**config.mk**
```make
export PLATFORM = sky130hd
export DESIGN_NAME = spu_square
export DESIGN_NICKNAME = d
export VERILOG_FILES = /design/src/design/spu_pkg.sv /design/src/design/spu_square.sv
export SDC_FILE = /design/constraint.sdc
export NUM_CORES = 2
export LEC_CHECK = 0
export BUFFER_PORTS_ARGS = -buffer_cell sky130_fd_sc_hd__buf_2
export CAP_MARGIN = 0
export CELL_PAD_IN_SITES_DETAIL_PLACEMENT = 2
export CELL_PAD_IN_SITES_GLOBAL_PLACEMENT = 2
export CORE_UTILIZATION = 41
export DETAILED_ROUTE_END_ITERATION = 8
export GPL_ROUTABILITY_DRIVEN = 1
export MAX_ROUTING_LAYER = met4
export PLACE_DENSITY = 0.86
export SYNTH_ARGS = -nofsm -noshare
export SYNTH_HDL_FRONTEND = slang
export SYNTH_SLANG_ARGS = --single-unit
```
**constraint.sdc**
```tcl
create_clock -name clock -period 12.3 [get_ports clock]
set_clock_uncertainty 0.1 [all_clocks]
set_input_delay 1.23 -clock clock [delete_from_list [all_inputs] [get_ports clock]]
set_output_delay 1.23 -clock clock [all_outputs]
set_load 0.03 [all_outputs]
```
**src/design/spu_pkg.sv**
```systemverilog
// ----------------------------------------------------------------------------
// spu_pkg
// Shared widths, payload types and helpers of the spherical unit vector core.
// ----------------------------------------------------------------------------
package spu_pkg;

   localparam int POS_BITS  = 24;
   localparam int FRAC_BITS = 14;
   localparam int OUT_BITS  = 16;

   // squared magnitudes and their sums
   localparam int SQ_BITS = 2 * POS_BITS;
   // quotient bits of the root search: q = floor(2^(F+1) * sqrt(n/d))
   localparam int QB      = FRAC_BITS + 2;
   localparam int RW      = SQ_BITS + 2 * FRAC_BITS + 2;
   localparam int PW      = SQ_BITS + QB;
   localparam int TW      = SQ_BITS + 2 * QB + 1;
   // rounded term magnitude, at most 2^F
   localparam int MW      = FRAC_BITS + 1;
   localparam int EW      = (MW > OUT_BITS) ? MW : OUT_BITS;

   typedef struct packed {
      logic signed [POS_BITS-1:0] pos_x;
      logic signed [POS_BITS-1:0] pos_y;
      logic signed [POS_BITS-1:0] pos_z;
   } req_type;

   typedef struct packed {
      logic signed [OUT_BITS-1:0] rad_x;
      logic signed [OUT_BITS-1:0] rad_y;
      logic signed [OUT_BITS-1:0] rad_z;
      logic signed [OUT_BITS-1:0] phi_x;
      logic signed [OUT_BITS-1:0] phi_y;
      logic signed [OUT_BITS-1:0] theta_x;
      logic signed [OUT_BITS-1:0] theta_y;
      logic signed [OUT_BITS-1:0] theta_z;
   } rsp_type;

   typedef struct packed {
      logic [SQ_BITS-1:0] xx;
      logic [SQ_BITS-1:0] yy;
      logic [SQ_BITS-1:0] zz;
      logic [SQ_BITS-1:0] rho2;
      logic [SQ_BITS-1:0] r2;
   } sq_type;

   typedef struct packed {
      logic nx;
      logic ny;
      logic nz;
      logic rho_zero;
      logic r_zero;
   } side_type;

   // sign-magnitude to a two's complement output field
   function automatic logic [OUT_BITS-1:0] to_out(input logic [MW-1:0] mag, input logic neg);
      logic [EW-1:0] v;
      v = EW'(mag);
      if (neg) begin
         v = -v;
      end
      return v[OUT_BITS-1:0];
   endfunction

endpackage

```
**src/design/spu_square.sv**
```systemverilog
// ----------------------------------------------------------------------------
// spu_square
// Two stages: coordinate magnitudes squared, then the rho^2 and r^2 sums.
// ----------------------------------------------------------------------------
module spu_square (
   input  logic              clock,
   input  logic              reset,
   input  logic              in_valid,
   input  spu_pkg::req_type  req,
   output logic              out_valid,
   output spu_pkg::sq_type   sq,
   output spu_pkg::side_type side
);
   import spu_pkg::*;

   logic [POS_BITS-1:0] px, py, pz;
   logic [POS_BITS-1:0] mx, my, mz;
   logic [SQ_BITS-1:0]  xx_in, yy_in, zz_in;
   logic [SQ_BITS-1:0]  xx_ff, yy_ff, zz_ff;
   logic [2:0]          neg_ff;
   logic                v1_ff, v2_ff;
   sq_type              sq_in, sq_ff;
   side_type            side_in, side_ff;

   always_comb begin
      px = req.pos_x;
      py = req.pos_y;
      pz = req.pos_z;
      mx = px[POS_BITS-1] ? (~px + 1'b1) : px;
      my = py[POS_BITS-1] ? (~py + 1'b1) : py;
      mz = pz[POS_BITS-1] ? (~pz + 1'b1) : pz;
      xx_in = SQ_BITS'(mx) * SQ_BITS'(mx);
      yy_in = SQ_BITS'(my) * SQ_BITS'(my);
      zz_in = SQ_BITS'(mz) * SQ_BITS'(mz);
   end

   always_comb begin
      sq_in.xx   = xx_ff;
      sq_in.yy   = yy_ff;
      sq_in.zz   = zz_ff;
      sq_in.rho2 = xx_ff + yy_ff;
      sq_in.r2   = xx_ff + yy_ff + zz_ff;
      side_in.nx = neg_ff[2];
      side_in.ny = neg_ff[1];
      side_in.nz = neg_ff[0];
      side_in.rho_zero = (sq_in.rho2 == '0);
      side_in.r_zero   = (sq_in.r2 == '0);
   end

   always_ff @(posedge clock) begin
      if (reset) begin
         v1_ff <= 1'b0;
         v2_ff <= 1'b0;
      end else begin
         v1_ff <= in_valid;
         v2_ff <= v1_ff;
      end
   end

   always_ff @(posedge clock) begin
      xx_ff   <= xx_in;
      yy_ff   <= yy_in;
      zz_ff   <= zz_in;
      neg_ff  <= {px[POS_BITS-1], py[POS_BITS-1], pz[POS_BITS-1]};
      sq_ff   <= sq_in;
      side_ff <= side_in;
   end

   assign out_valid = v2_ff;
   assign sq        = sq_ff;
   assign side      = side_ff;

endmodule

```
### Word level (Yosys, flattened, before mapping)

Index checks and enable logic that the tools add are counted.

| operators by class | value |
|---|---|
| equality and inequality tests | 0 |
| shifts and indexed selects | 0 |
| magnitude comparators | 0 |
| divide/modulo/power cells | 0 |
| reductions and logical operators | 2 |
| bitwise operators | 3 |
| multiply operators | 3 |
| multiplexer cells | 3 |
| add/sub/neg operators | 5 |

Operators with widths:

| cell | count |
|---|---|
| multiplier 24 x 24 -> 48 bit | 3 |
| adder 48 bit | 2 |
| logical NOT 48 bit | 2 |
| adder 24 x 1 -> 24 bit, second input constant | 3 |
| 2-to-1 mux 24 bit | 3 |
| NOT 24 bit | 3 |

| word-level totals | value |
|---|---|
| output and inout port bits | 246 |
| RAM bits | 0 |
| word-level logic and storage cells | 32 |
| register bits after elaboration | 394 |
| memories kept | 0 |
| input bits | 75 |
| latch bits | 0 |
| ROM bits | 0 |

### Logic depth before layout (Yosys ltp)

| logic depth | value |
|---|---|
| depth in word-level cells | 4 |
| mapped depth | 38 |
| depth with buffers taken out | 37 |

### Least setup slack after synthesis

OpenSTA, ideal clock, no wires.

| timing | value |
|---|---|
| kind | input to register |
| start point | input port req[24] in the netlist's numbering |
| end point | register yy_ff[47] |
| library setup time | 72 ps |
| buffers on the path | 3 |
| stages on the path | 34 |
| data arrival time | 10352 ps |
| path slack | 1776 ps |
| cell sequence | clkbuf_1 > inv_1 > clkbuf_1 > ha_1 > nand2_1 > o41ai_1 > nand2_1 > or4_1 > o21a_1 > xnor2_1 > clkbuf_1 > nor2_1 > fa_1 > fa_1 > fa_1 > inv_1 > fa_1 > inv_1 > fa_1 > fa_1 > inv_1 > fa_1 > inv_1 > ha_1 > a21oi_1 > o21ai_0 > a221oi_1 > a21oi_1 > a221o_1 > a2111o_1 > a41oi_1 > o21bai_1 > a21oi_1 > xnor2_1 |

| on the way | value |
|---|---|
| word-level cells in the longest chain between the ends | 4 |

RTL lines:

| what | line | source |
|---|---|---|
| start, declared | spu_square.sv:9 | `input spu_pkg::req_type req,` |
| NOT 24 bit | spu_square.sv:30 | `my = py[POS_BITS-1] ? (~py + 1'b1) : py;` |
| adder 24 x 1 -> 24 bit | spu_square.sv:30 |  |
| 2-to-1 mux 24 bit (*) | spu_square.sv:30 |  |
| multiplier 24 x 24 -> 48 bit (*) | spu_square.sv:33 | `yy_in = SQ_BITS'(my) * SQ_BITS'(my);` |
| via yy_in[47] | spu_square.sv:18 | `logic [SQ_BITS-1:0] xx_in, yy_in, zz_in;` |
| end signal, assigned | spu_square.sv:62 | `yy_ff <= yy_in;` |
| end, declared | spu_square.sv:19 | `logic [SQ_BITS-1:0] xx_ff, yy_ff, zz_ff;` |

The timed path passes the listed nets; every way through them passes the cells marked *.
A chain may end at the register's enable or synchronous reset.

### Worst setup path in the final report

| timing | value |
|---|---|
| start point | input port req[24] in the netlist's numbering |
| end point | register yy_ff[46] |

The elaborated chain is that of the path after synthesis.

==> metrics.md <==
| Metric | Value |
|---|---|
| Arrival time reported for the critical path endpoint | `12.45 ns` |
| Filler cell count in the final layout | `15.8k` |
| Synthesis warning total | `0` |
| Status | `finished clean` |
| Worst Hold Slack | `0.231 ns` |
| Post-synthesis cell type with the largest combined area | `sky130_fd_sc_hd__fa_1` |
| Wire length of the first global-routing pass | `420 mm` |
| Leading cell types by count after synthesis | `sky130_fd_sc_hd__inv_1 (1769), sky130_fd_sc_hd__fa_1 (1271), sky130_fd_sc_hd__ha_1 (603)` |
| Worst setup slack before clock tree synthesis | `0.439 ns` |
| Count of vias placed by the detailed router | `51.6k` |
| Utilization of the core after routing | `45.6%` |
| EDFF count, synth | `0` |
| Hold Path Stages | `0` |
| Worst reg-to-reg path cell count | `22` |
| Initial cell density of the core | `41.3%` |
| Critical path class | `input pin to register` |
| Area inside the core boundary | `0.148 mm^2` |
| Top Family by Delay on Critical Path | `adder cells` |
| Detailed placement HPWL | `227 mm` |
| Min-Delay Endpoint | `side[3]$_DFF_P_` |
| Number of detailed-route iterations in the first pass | `8` |
| Slack of the worst reg-to-reg path | `3.33 ns` |
| Count of unique library cells instantiated by Yosys | `95` |
| RR Startpoint | `yy_ff[3]$_DFF_P_` |
| Vertical extent of the die | `388 um` |
| Width of the chip | `388 um` |
| Hold path startpoint | `neg_ff[1]$_DFF_P_` |
| Final worst-path cycle share | `97.6%` |
| Final setup slack of the worst path | `0.295 ns` |
| Share of synthesized registers carrying an async set or reset | `0%` |
| Avg Vias per Cell | `5.78` |
| Inserted Clock Buffers | `44` |
| Worst slew pin tran | `1.47 ns` |
| Delay contributed by the slowest stage of the critical path | `0.64 ns` |
| Number of nets in the layout | `8861` |
| Rel. slew slack | `2.00%` |
| Congestion Overflow GR | `0` |
| Final critical-path required period | `12.01 ns` |
| Max-slew violation count | `0` |
| Critical Path Start Type | `input pin` |
| CTS tree | `built` |
| Storage cell area | `0.00777 mm^2` |
| Routability Congestion | `0.944` |
| Number of setup buffers added after CTS | `0` |
| Endpoint required time on the critical path | `12.74 ns` |
| Critical-path top delay cell | `sky130_fd_sc_hd__inv_1` |
| Terminus of the critical flop-to-flop path | `side[0]$_DFF_P_` |
| Number of buffers on the longest clock path | `3` |
| Cell area after synthesis | `0.0610 mm^2` |
| Clock insertion delay at the later pin of the skew report | `0.64 ns` |
| Count of boundary I/O pins | `321` |
| Routed Wire Length | `289 mm` |
| Cells after synthesis | `6502` |
| Buffers plus inverters on the worst setup path | `9` |
| Fraction of post-synthesis cell area in the top cell type by area | `41.7%` |
| Leading post-synthesis cells by cell area | `sky130_fd_sc_hd__fa_1 (42%), sky130_fd_sc_hd__dfxtp_1 (13%), sky130_fd_sc_hd__ha_1 (12%), sky130_fd_sc_hd__inv_1 (11%), sky130_fd_sc_hd__nand2_1 (3.5%)` |
| Setup repair after global routing missed its margin | `false` |
| Path category of the worst min-delay check | `register to register` |
| Share of final-layout standard cells stronger than drive strength 1 | `8.62%` |
| Total die area | `0.150 mm^2` |
| Critical path endpoint category | `register` |
| Syn avg cell area | `9.38 um^2` |
| Sinks on Clock Net | `388` |
| Routed wire length per instance | `32.4 um` |
| Primary flip-flop cell chosen by synthesis mapping | `sky130_fd_sc_hd__dfxtp_1` |
| Critical-path maximum fanout | `12` |
| Count of unresolved DRC violations after routing | `0` |
| Clock-pin slew of the registers on the worst-case setup and hold paths | `0.07 ns` |
| Final TNS setup | `0 ns` |
| Max-cap violations | `0` |
| Number of global-route vias before repair | `62.9k` |
| Highest achievable clock rate | `0.0833 GHz` |
| Area added between synthesis and finish | `10.5%` |
| Antenna Violating Nets Remaining | `0` |
| Maximum number of pins on one net before global-route repair | `28` |
| Maximum level of the CTS H-tree | `2` |
| Share of synthesized area occupied by flip-flops and latches | `12.7%` |
| Number of buffer cells added on primary ports | `317` |
| Placement row count | `141` |
| Total count of hold-check failures in the final report | `0` |
| Area taken by multi-input logic gates | `0.0462 mm^2` |
| Cell with the most instances after synthesis | `sky130_fd_sc_hd__inv_1` |
| Count of routing violations after the opening detailed-route iteration | `3440` |
| Number of failing setup endpoints in the final timing report | `0` |
| Flops & latches, synth | `388` |
| Overall global routing resource usage | `39.5%` |
| Root buffer selected by CTS | `sky130_fd_sc_hd__clkbuf_16` |
| Initial antenna violation count | `43` |
-- kinds of logic after synthesis --
family | after synthesis | share of synthesized area [%]
xor gates and xnor gates | 307 | 4.48
buffers and inverters | 1931 | 12.0
and+or+nand+nor | 1304 | 9.27
DFF | 388 | 12.7
AOI/OAI and AO/OA | 692 | 7.34
muxes | 4 | 0.0677
other | 2 | 0.0123
adders and majority gates | 1874 | 54.1
-- layout make-up --
class	instances	area share (%)
clock buffers	55	1.82
flip-flops and latches	388	11.5
well taps	1930	3.59
inverters	1790	9.98
repair buffers	453	3.88
multi-input cells	4235	68.5
diodes	46	0.171
clock inverters	24	0.500
-- layout by cell type (no fill, tap or decap), drive strengths merged, types with 54 or more instances in the layout --
master	n
a21o	120
a21oi	216
buf	453
clkbuf	55
conb	54
dfxtp	388
fa	1271
ha	603
inv	1785
nand2	573
nor2	458
o21ai	134
xnor2	204
xor2	103
-- flip-flops by register name (all words and copies together) (netlist names) --
name / cells
neg_ff: 3
out_valid: 1
sq: 237
side: 5
yy_ff: 47
v1_ff: 1
zz_ff: 47
xx_ff: 47
-- timing repair --
action / CTS / global route
resized for setup: 0 / 1
setup endpoints to repair: 0 / 3
hold buffers: 0 / 0
-- worst max-delay path by stage --
stage | endpoint | slack (ns) | cells past startpoint | start
floorplan | yy_ff[47]$_DFF_P_ | 1.78 | 34 | req[24]
global placement | xx_ff[47]$_DFF_P_ | 0.85 | 33 | req[48]
detailed placement | xx_ff[44]$_DFF_P_ | 0.44 | 37 | req[48]
CTS | xx_ff[44]$_DFF_P_ | 0.68 | 37 | req[48]
global route | yy_ff[46]$_DFF_P_ | 0.06 | 36 | req[24]
finish | yy_ff[46]$_DFF_P_ | 0.29 | 36 | req[24]
-- metal layers --
metal | up-vias | global-route usage [%] | routed length (um)
met1 | 26615 | 40.3 | 97300
met5 | - | - | 0
met4 | 0 | 28.6 | 26300
li1 | 20324 | - | -
met3 | 1531 | 9.67 | 23100
met2 | 3089 | 66.2 | 142000
-- through the flow --
stage	area (um^2)	cells
floorplan	61200	6554
CTS	67200	8874
global placement	65700	8795
detailed placement	65700	8795
finish	67300	8921
global route	67300	8913
Power is left out: the tool's default activity adds up to more than one toggle a clock period on the data nets, which glitch-free logic cannot reach.
