## src/design/spu_pkg.sv

```systemverilog
// ----------------------------------------------------------------------------
// spu_pkg
// Shared widths, payload types and helpers of the spherical unit vector core.
// ----------------------------------------------------------------------------
package spu_pkg;

   localparam int POS_BITS  = 24;
   localparam int FRAC_BITS = 14;
   localparam int OUT_BITS  = 16;

   // squared magnitudes and their sums
   localparam int SQ_BITS = 2 * POS_BITS;
   // quotient bits of the root search: q = floor(2^(F+1) * sqrt(n/d))
   localparam int QB      = FRAC_BITS + 2;
   localparam int RW      = SQ_BITS + 2 * FRAC_BITS + 2;
   localparam int PW      = SQ_BITS + QB;
   localparam int TW      = SQ_BITS + 2 * QB + 1;
   // rounded term magnitude, at most 2^F
   localparam int MW      = FRAC_BITS + 1;
   localparam int EW      = (MW > OUT_BITS) ? MW : OUT_BITS;

   typedef struct packed {
      logic signed [POS_BITS-1:0] pos_x;
      logic signed [POS_BITS-1:0] pos_y;
      logic signed [POS_BITS-1:0] pos_z;
   } req_type;

   typedef struct packed {
      logic signed [OUT_BITS-1:0] rad_x;
      logic signed [OUT_BITS-1:0] rad_y;
      logic signed [OUT_BITS-1:0] rad_z;
      logic signed [OUT_BITS-1:0] phi_x;
      logic signed [OUT_BITS-1:0] phi_y;
      logic signed [OUT_BITS-1:0] theta_x;
      logic signed [OUT_BITS-1:0] theta_y;
      logic signed [OUT_BITS-1:0] theta_z;
   } rsp_type;

   typedef struct packed {
      logic [SQ_BITS-1:0] xx;
      logic [SQ_BITS-1:0] yy;
      logic [SQ_BITS-1:0] zz;
      logic [SQ_BITS-1:0] rho2;
      logic [SQ_BITS-1:0] r2;
   } sq_type;

   typedef struct packed {
      logic nx;
      logic ny;
      logic nz;
      logic rho_zero;
      logic r_zero;
   } side_type;

   // sign-magnitude to a two's complement output field
   function automatic logic [OUT_BITS-1:0] to_out(input logic [MW-1:0] mag, input logic neg);
      logic [EW-1:0] v;
      v = EW'(mag);
      if (neg) begin
         v = -v;
      end
      return v[OUT_BITS-1:0];
   endfunction

endpackage

```

## src/design/spu_combine.sv

```systemverilog
// ----------------------------------------------------------------------------
// spu_combine
// Special cases, rounded products of the angle terms and the result register.
// ----------------------------------------------------------------------------
module spu_combine (
   input  logic                   clock,
   input  logic                   reset,
   input  logic                   in_valid,
   input  spu_pkg::side_type      side,
   input  logic [spu_pkg::MW-1:0] cphi_m,
   input  logic [spu_pkg::MW-1:0] sphi_m,
   input  logic [spu_pkg::MW-1:0] cth_m,
   input  logic [spu_pkg::MW-1:0] sth_m,
   output logic                   rsp_valid,
   output spu_pkg::rsp_type       rsp_data
);
   import spu_pkg::*;

   localparam int PRW = 2 * MW;

   logic [MW-1:0]  cphi_in, sphi_in, cth_in, sth_in;
   logic [MW-1:0]  cphi_ff, sphi_ff, cth_ff, sth_ff;
   side_type       side_c_ff, side_d_ff;
   logic [PRW-1:0] sc_w, ss_w, cc_w, cs_w;
   logic [MW-1:0]  sc_ff, ss_ff, cc_ff, cs_ff;
   logic [MW-1:0]  cphi_d_ff, sphi_d_ff, cth_d_ff, sth_d_ff;
   logic           vc_ff, vd_ff, ve_ff;
   rsp_type        rsp_in, rsp_ff;

   // origin: all zero; z axis: phi taken as zero
   always_comb begin
      cphi_in = cphi_m;
      sphi_in = sphi_m;
      cth_in  = cth_m;
      sth_in  = sth_m;
      if (side.r_zero) begin
         cphi_in = '0;
         sphi_in = '0;
         cth_in  = '0;
         sth_in  = '0;
      end else if (side.rho_zero) begin
         cphi_in = MW'(1) << FRAC_BITS;
         sphi_in = '0;
      end
   end

   localparam logic [PRW-1:0] HALF = PRW'(1) << (FRAC_BITS - 1);

   assign sc_w = (PRW'(sth_ff) * PRW'(cphi_ff) + HALF) >> FRAC_BITS;
   assign ss_w = (PRW'(sth_ff) * PRW'(sphi_ff) + HALF) >> FRAC_BITS;
   assign cc_w = (PRW'(cth_ff) * PRW'(cphi_ff) + HALF) >> FRAC_BITS;
   assign cs_w = (PRW'(cth_ff) * PRW'(sphi_ff) + HALF) >> FRAC_BITS;

   always_comb begin
      rsp_in.rad_x   = to_out(sc_ff, side_d_ff.nx);
      rsp_in.rad_y   = to_out(ss_ff, side_d_ff.ny);
      rsp_in.rad_z   = to_out(cth_d_ff, side_d_ff.nz);
      rsp_in.phi_x   = to_out(sphi_d_ff, !side_d_ff.ny);
      rsp_in.phi_y   = to_out(cphi_d_ff, side_d_ff.nx);
      rsp_in.theta_x = to_out(cc_ff, !(side_d_ff.nz ^ side_d_ff.nx));
      rsp_in.theta_y = to_out(cs_ff, !(side_d_ff.nz ^ side_d_ff.ny));
      rsp_in.theta_z = to_out(sth_d_ff, 1'b0);
   end

   always_ff @(posedge clock) begin
      if (reset) begin
         vc_ff <= 1'b0;
         vd_ff <= 1'b0;
         ve_ff <= 1'b0;
      end else begin
         vc_ff <= in_valid;
         vd_ff <= vc_ff;
         ve_ff <= vd_ff;
      end
   end

   always_ff @(posedge clock) begin
      cphi_ff   <= cphi_in;
      sphi_ff   <= sphi_in;
      cth_ff    <= cth_in;
      sth_ff    <= sth_in;
      side_c_ff <= side;
      sc_ff     <= sc_w[MW-1:0];
      ss_ff     <= ss_w[MW-1:0];
      cc_ff     <= cc_w[MW-1:0];
      cs_ff     <= cs_w[MW-1:0];
      cphi_d_ff <= cphi_ff;
      sphi_d_ff <= sphi_ff;
      cth_d_ff  <= cth_ff;
      sth_d_ff  <= sth_ff;
      side_d_ff <= side_c_ff;
      rsp_ff    <= rsp_in;
   end

   assign rsp_valid = ve_ff;
   assign rsp_data  = rsp_ff;

endmodule

```

## config.mk

```make
export PLATFORM = sky130hd
export DESIGN_NAME = spu_combine
export DESIGN_NICKNAME = d
export VERILOG_FILES = /design/src/design/spu_pkg.sv /design/src/design/spu_combine.sv
export SDC_FILE = /design/constraint.sdc
export NUM_CORES = 2
export LEC_CHECK = 0
export BUFFER_PORTS_ARGS = -buffer_cell sky130_fd_sc_hd__buf_2
export CAP_MARGIN = 10
export CORE_ASPECT_RATIO = 2
export CORE_MARGIN = 8
export CORE_UTILIZATION = 40
export CTS_BUF_LIST = sky130_fd_sc_hd__clkbuf_4 sky130_fd_sc_hd__clkbuf_8 sky130_fd_sc_hd__clkbuf_16
export DETAILED_ROUTE_END_ITERATION = 8
export SYNTH_ARGS = -nofsm -noshare
export SYNTH_HDL_FRONTEND = slang
export SYNTH_SLANG_ARGS = --single-unit
export TNS_END_PERCENT = 30
```

## constraint.sdc

```tcl
create_clock -name clock -period 14.2 [get_ports clock]
set_input_delay 1.42 -clock clock [delete_from_list [all_inputs] [get_ports clock]]
set_output_delay 1.42 -clock clock [all_outputs]
set_load 0.005 [all_outputs]
```

### Yosys cells after proc, flatten, opt, wreduce, memory -nomap -nowiden

Index checks and enable logic that the tools add are counted.

* $add $sub $neg: 11
* $mul: 4
* muxes and demuxes: 8
* bitwise operators: 2
* reductions and logical operators: 1

Operators with widths (count)
* $mux W15: 8
* $add A29 B14 Y29 const B: 4
* $mul A15 B15 Y29: 4
* $neg A15 Y16: 7
* $reduce_or A2 Y1: 1
* $xor A1 B1 Y1: 2

* register bits: 316
* bits of input ports: 68
* output and inout bits: 129
* word-level logic and storage cells: 63

### Depth between registers and ports, before layout

* depth in word-level cells: 2
* depth in mapped cells: 23
* mapped depth without buffers: 21

### Worst setup path after synthesis

Ideal clock, no wire load.

* path type: register to register
* start: register sphi_ff[0]
* end: register cs_ff[11]
* setup time: 127 ps
* data arrival time: 6185 ps
* data required time: 14073 ps
* path slack: 7888 ps
* cell stages (with the launch flop): 23
* buffers on the path: 2
* period minus slack after synthesis: 6312 ps
* path through: dfxtp_1 -> clkbuf_1 -> clkbuf_1 -> nand2_1 -> fa_1 -> fa_1 -> inv_1 -> fa_1 -> inv_1 -> fa_1 -> inv_1 -> fa_1 -> inv_1 -> fa_1 -> inv_1 -> ha_1 -> and3_1 -> a221o_1 -> a221oi_1 -> o32ai_1 -> o311ai_1 -> nor4b_1 -> nor4_1

* longest elaborated chain between the ends: 2

RTL lines
* from (decl): line spu_combine.sv:22 `logic [MW-1:0] cphi_ff, sphi_ff, cth_ff, sth_ff;`
* from (signal assigned): line spu_combine.sv:79 `sphi_ff <= sphi_in;`
* $mul A15 B15 Y29: line spu_combine.sv:52 `assign cs_w = (PRW'(cth_ff) * PRW'(sphi_ff) + HALF) >> FRAC_BITS;`
* $add A29 B14 Y29: line spu_combine.sv:52
* via cs_w[11]: line spu_combine.sv:24 `logic [PRW-1:0] sc_w, ss_w, cc_w, cs_w;`
* to (signal assigned): line spu_combine.sv:86 `cs_ff <= cs_w[MW-1:0];`
* to (decl): line spu_combine.sv:25 `logic [MW-1:0] sc_ff, ss_ff, cc_ff, cs_ff;`

The timed path passes the listed nets, and every way through them passes these cells.
A chain may end at the register's enable or synchronous reset.

### Final worst setup path

* start: register sphi_ff[9]
* end: register cs_ff[11]

The elaborated chain is that of the path after synthesis.

==> flow_summary.ini <==
[floorplanning]
pin_count = 197
die_w_um = 234
dieArea_um2 = 106000
initial_core_util_pct = 40.1
rows = 160
core_area_um2 = 94700
fp.dieH_um = 452

[timing]
min_period_ns = 6.84
setup-tns-final_ns = 0
setup_viol = 0
timing.final.crit_share_pct = 48.1
fin_hold_ws_ns = 0.325
slew_headroom_pct = 30.4
worst_pin_slew_ns = 1.04
hold_viol_final = 0
skew_ns = 0.0307
max_freq_mhz = 146
rsz0062_at_grt = no
finalMaxSlewViolations = 0

[status]
outcome = finished clean

[synth]
seq_area_frac_synth_pct = 16.6
ys_ff_latch = 316
async_flop_share_pct = 0
avgSynthCellArea_um2 = 9.29
synth_edf_count = 0
ys_warn_count = 0
yosysUniqueCellTypes = 68
ys.flop_type = dfxtp_1
synth_nets = 5219
synth_cells = 4092
synth_area_um2 = 38000

[detailed_routing]
ant_nets = 0
post_drt_wl_per_cell_um = 17.5
viasPerCell = 4.98
first_iter_violations = 1227
wl_um = 94500
drc_errors = 0
num_vias = 27000
first_pass_iters = 5

[global_routing]
grtUsageTotal_pct = 18.5
antenna_found_initial = 0
grt_max_degree = 34
grt_pass1_wl_um = 157000
grt_pass1_vias = 29700
gr-total-overflow = 0

[worst_hold_path]
min-delay-start = side_c_ff[3]$_DFF_P_
hp-class = flop to flop

[worst_setup_path]
cp_max_fo = 17
path_class = flop to flop
startpoint = sphi_ff[9]$_SDFF_PP0_
startpoint_type = flop
cp.arrival_ns = 7.35
r2r_slack_ns = 7.36
worstPathRequired_ns = 14.71
crit_path_end_kind = flop
r2r-start = sphi_ff[9]$_SDFF_PP0_

[cells_and_area]
nNetsFinal = 5301
fill_cells = 9205
drive_above_1_share_pct = 7.86
design_area_um2 = 41300
mostFrequentLayoutCell = inv_1
area_growth_pct = 8.59
layout_common_cells = inv_1, fa_1, nand2_1, and2_1, ha_1

[clocking]
clock-sinks = 316
htreeDepth = 1
ctsResizeCount = 0
numCtsBuffers = 31
cts_max_path_buffers = 3
clk_latency_ns = 0.64
clkSlewWorstSetupHoldPaths_ns = 0.07
cts_tree = done
holdBufCountCts = 0
post_cts_buffers = 0
cts-root-buf = clkbuf_16

[power]
power_density_nw_per_um2 = 72.4
ir_drop_uv = 109
p_leak_nw = 21.4

[flow_run]
drv_cap = 0

[placement]
port_buffers = 195
place.gp.congestion = 0.899
placed_area_um2 = 40200
dp_hpwl_um = 70700
-- state kept, by name (all words and copies together), names as in the netlist --
signal / flops
cth_ff: 15
cs_ff: 15
rsp_valid: 1
cphi_d_ff: 15
sth_d_ff: 15
vc_ff: 1
cphi_ff: 15
side_c_ff: 3
side_d_ff: 3
sth_ff: 15
sc_ff: 15
sphi_d_ff: 15
cc_ff: 15
sphi_ff: 15
ss_ff: 15
rsp_data: 127
cth_d_ff: 15
vd_ff: 1
-- final cells by class --
cell class / count / area, µm² / share of cell area, %
Antenna cell: 1 / 2.50 / 0.00606
Clock buffer: 44 / 905 / 2.19
Clock inverter: 12 / 183 / 0.443
Inverter: 815 / 3060 / 7.41
Multi-Input combinational cell: 2753 / 27800 / 67.4
Sequential cell: 316 / 6330 / 15.3
Tap cell: 1215 / 1520 / 3.68
Timing Repair Buffer: 257 / 1450 / 3.51
-- critical path: stages, from the launching register on --
cell	delay, ns
dfxtp_1	0.84
buf_4	0.36
nand2_1	0.10
fa_1	0.51
inv_1	0.05
fa_1	0.50
inv_1	0.06
fa_1	0.53
inv_1	0.05
fa_1	0.45
fa_1	0.49
inv_1	0.05
fa_1	0.47
inv_1	0.04
ha_1	0.34
a21o_1	0.21
a21o_1	0.21
a211oi_1	0.32
o32ai_1	0.22
o311ai_1	0.49
nor4b_1	0.31
nor4_1	0.10
-- report_power, final --
group | internal [mW] | switching [mW] | leakage [nW]
sequential | 1.04 | 0.0870 | 2.64
combinational | 0.401 | 0.574 | 18.2
clock | 0.516 | 0.369 | 0.539
-- cell usage after synthesis, types with 3 or more instances --
library cell  instances  share of area [%]
a21oi_1              81                1.1
and2_1              422                6.9
nand4b_1              3              0.069
or4_1                10               0.20
xor2_1               58                1.3
o221ai_1              7               0.16
a211o_1               7               0.16
nand3_1              22               0.29
clkbuf_1            204                2.0
fa_1                668                 35
ha_1                391                 13
nor2b_1              42               0.69
o211ai_1              4              0.079
and4_1                4              0.092
o41ai_1               5               0.12
nor3_1               24               0.32
a211oi_1              9               0.18
nor4_1               11               0.18
a21o_1               37               0.73
nand2b_1              7               0.12
dfxtp_1             316                 17
xnor2_1             109                2.5
o31a_1                6               0.14
nand4_1              17               0.28
a221oi_1              4              0.092
nor2_1               61               0.60
o21bai_1              8               0.16
o21a_1               11               0.22
inv_1               815                8.1
a31oi_1              11               0.18
or3_1                18               0.30
and3_1                9               0.15
nand2_1             565                5.6
or2_2                 5              0.082
o31ai_1              21               0.41
o21ai_0              59               0.78
-- metrics by stage --
step           utilization [%]  total power [mW]  instances  setup WS, ns
4_1_cts                   43.6              3.04       5411          7.40
2_1_floorplan                -              1.77       4092          7.89
6_report                  43.6              2.99       5413          7.36
3_5_place_dp              42.4              2.12       5355          7.40
5_1_grt                   43.6              3.20       5412          6.95
3_3_place_gp              42.4              2.11       5355          7.50
-- path summary, 6_finish.rpt --
kind	endpoint	depth (start not counted)
worst max-delay path	cs_ff[11]$_DFF_P_	21
worst min-delay path	side_d_ff[3]$_DFF_P_	0
worst max register to register	cs_ff[11]$_DFF_P_	21
worst min register to register	side_d_ff[3]$_DFF_P_	0
-- layer usage --
| metal | routed length (µm) | track usage (%) | up-vias |
|---|---|---|---|
| met1 | 41400 | 24.6 | 13600 |
| li1 | - | - | 12500 |
| met5 | 0 | 0 | - |
| met4 | 2520 | 4.91 | 0 |
| met2 | 45800 | 31.8 | 727 |
| met3 | 4760 | 1.88 | 155 |
-- logic make-up after synthesis --
logic type | after synthesis | share of synthesized area [%]
xor+xnor | 167 | 3.85
fa+ha+maj | 1059 | 48.1
mux | 4 | 0.112
flops | 316 | 16.6
compound gates | 292 | 5.05
buf+inv | 1023 | 10.2
simple gates | 1230 | 16.1
other cells | 1 | 0.00987
No activity file was read; power rests on OpenSTA's default activity.
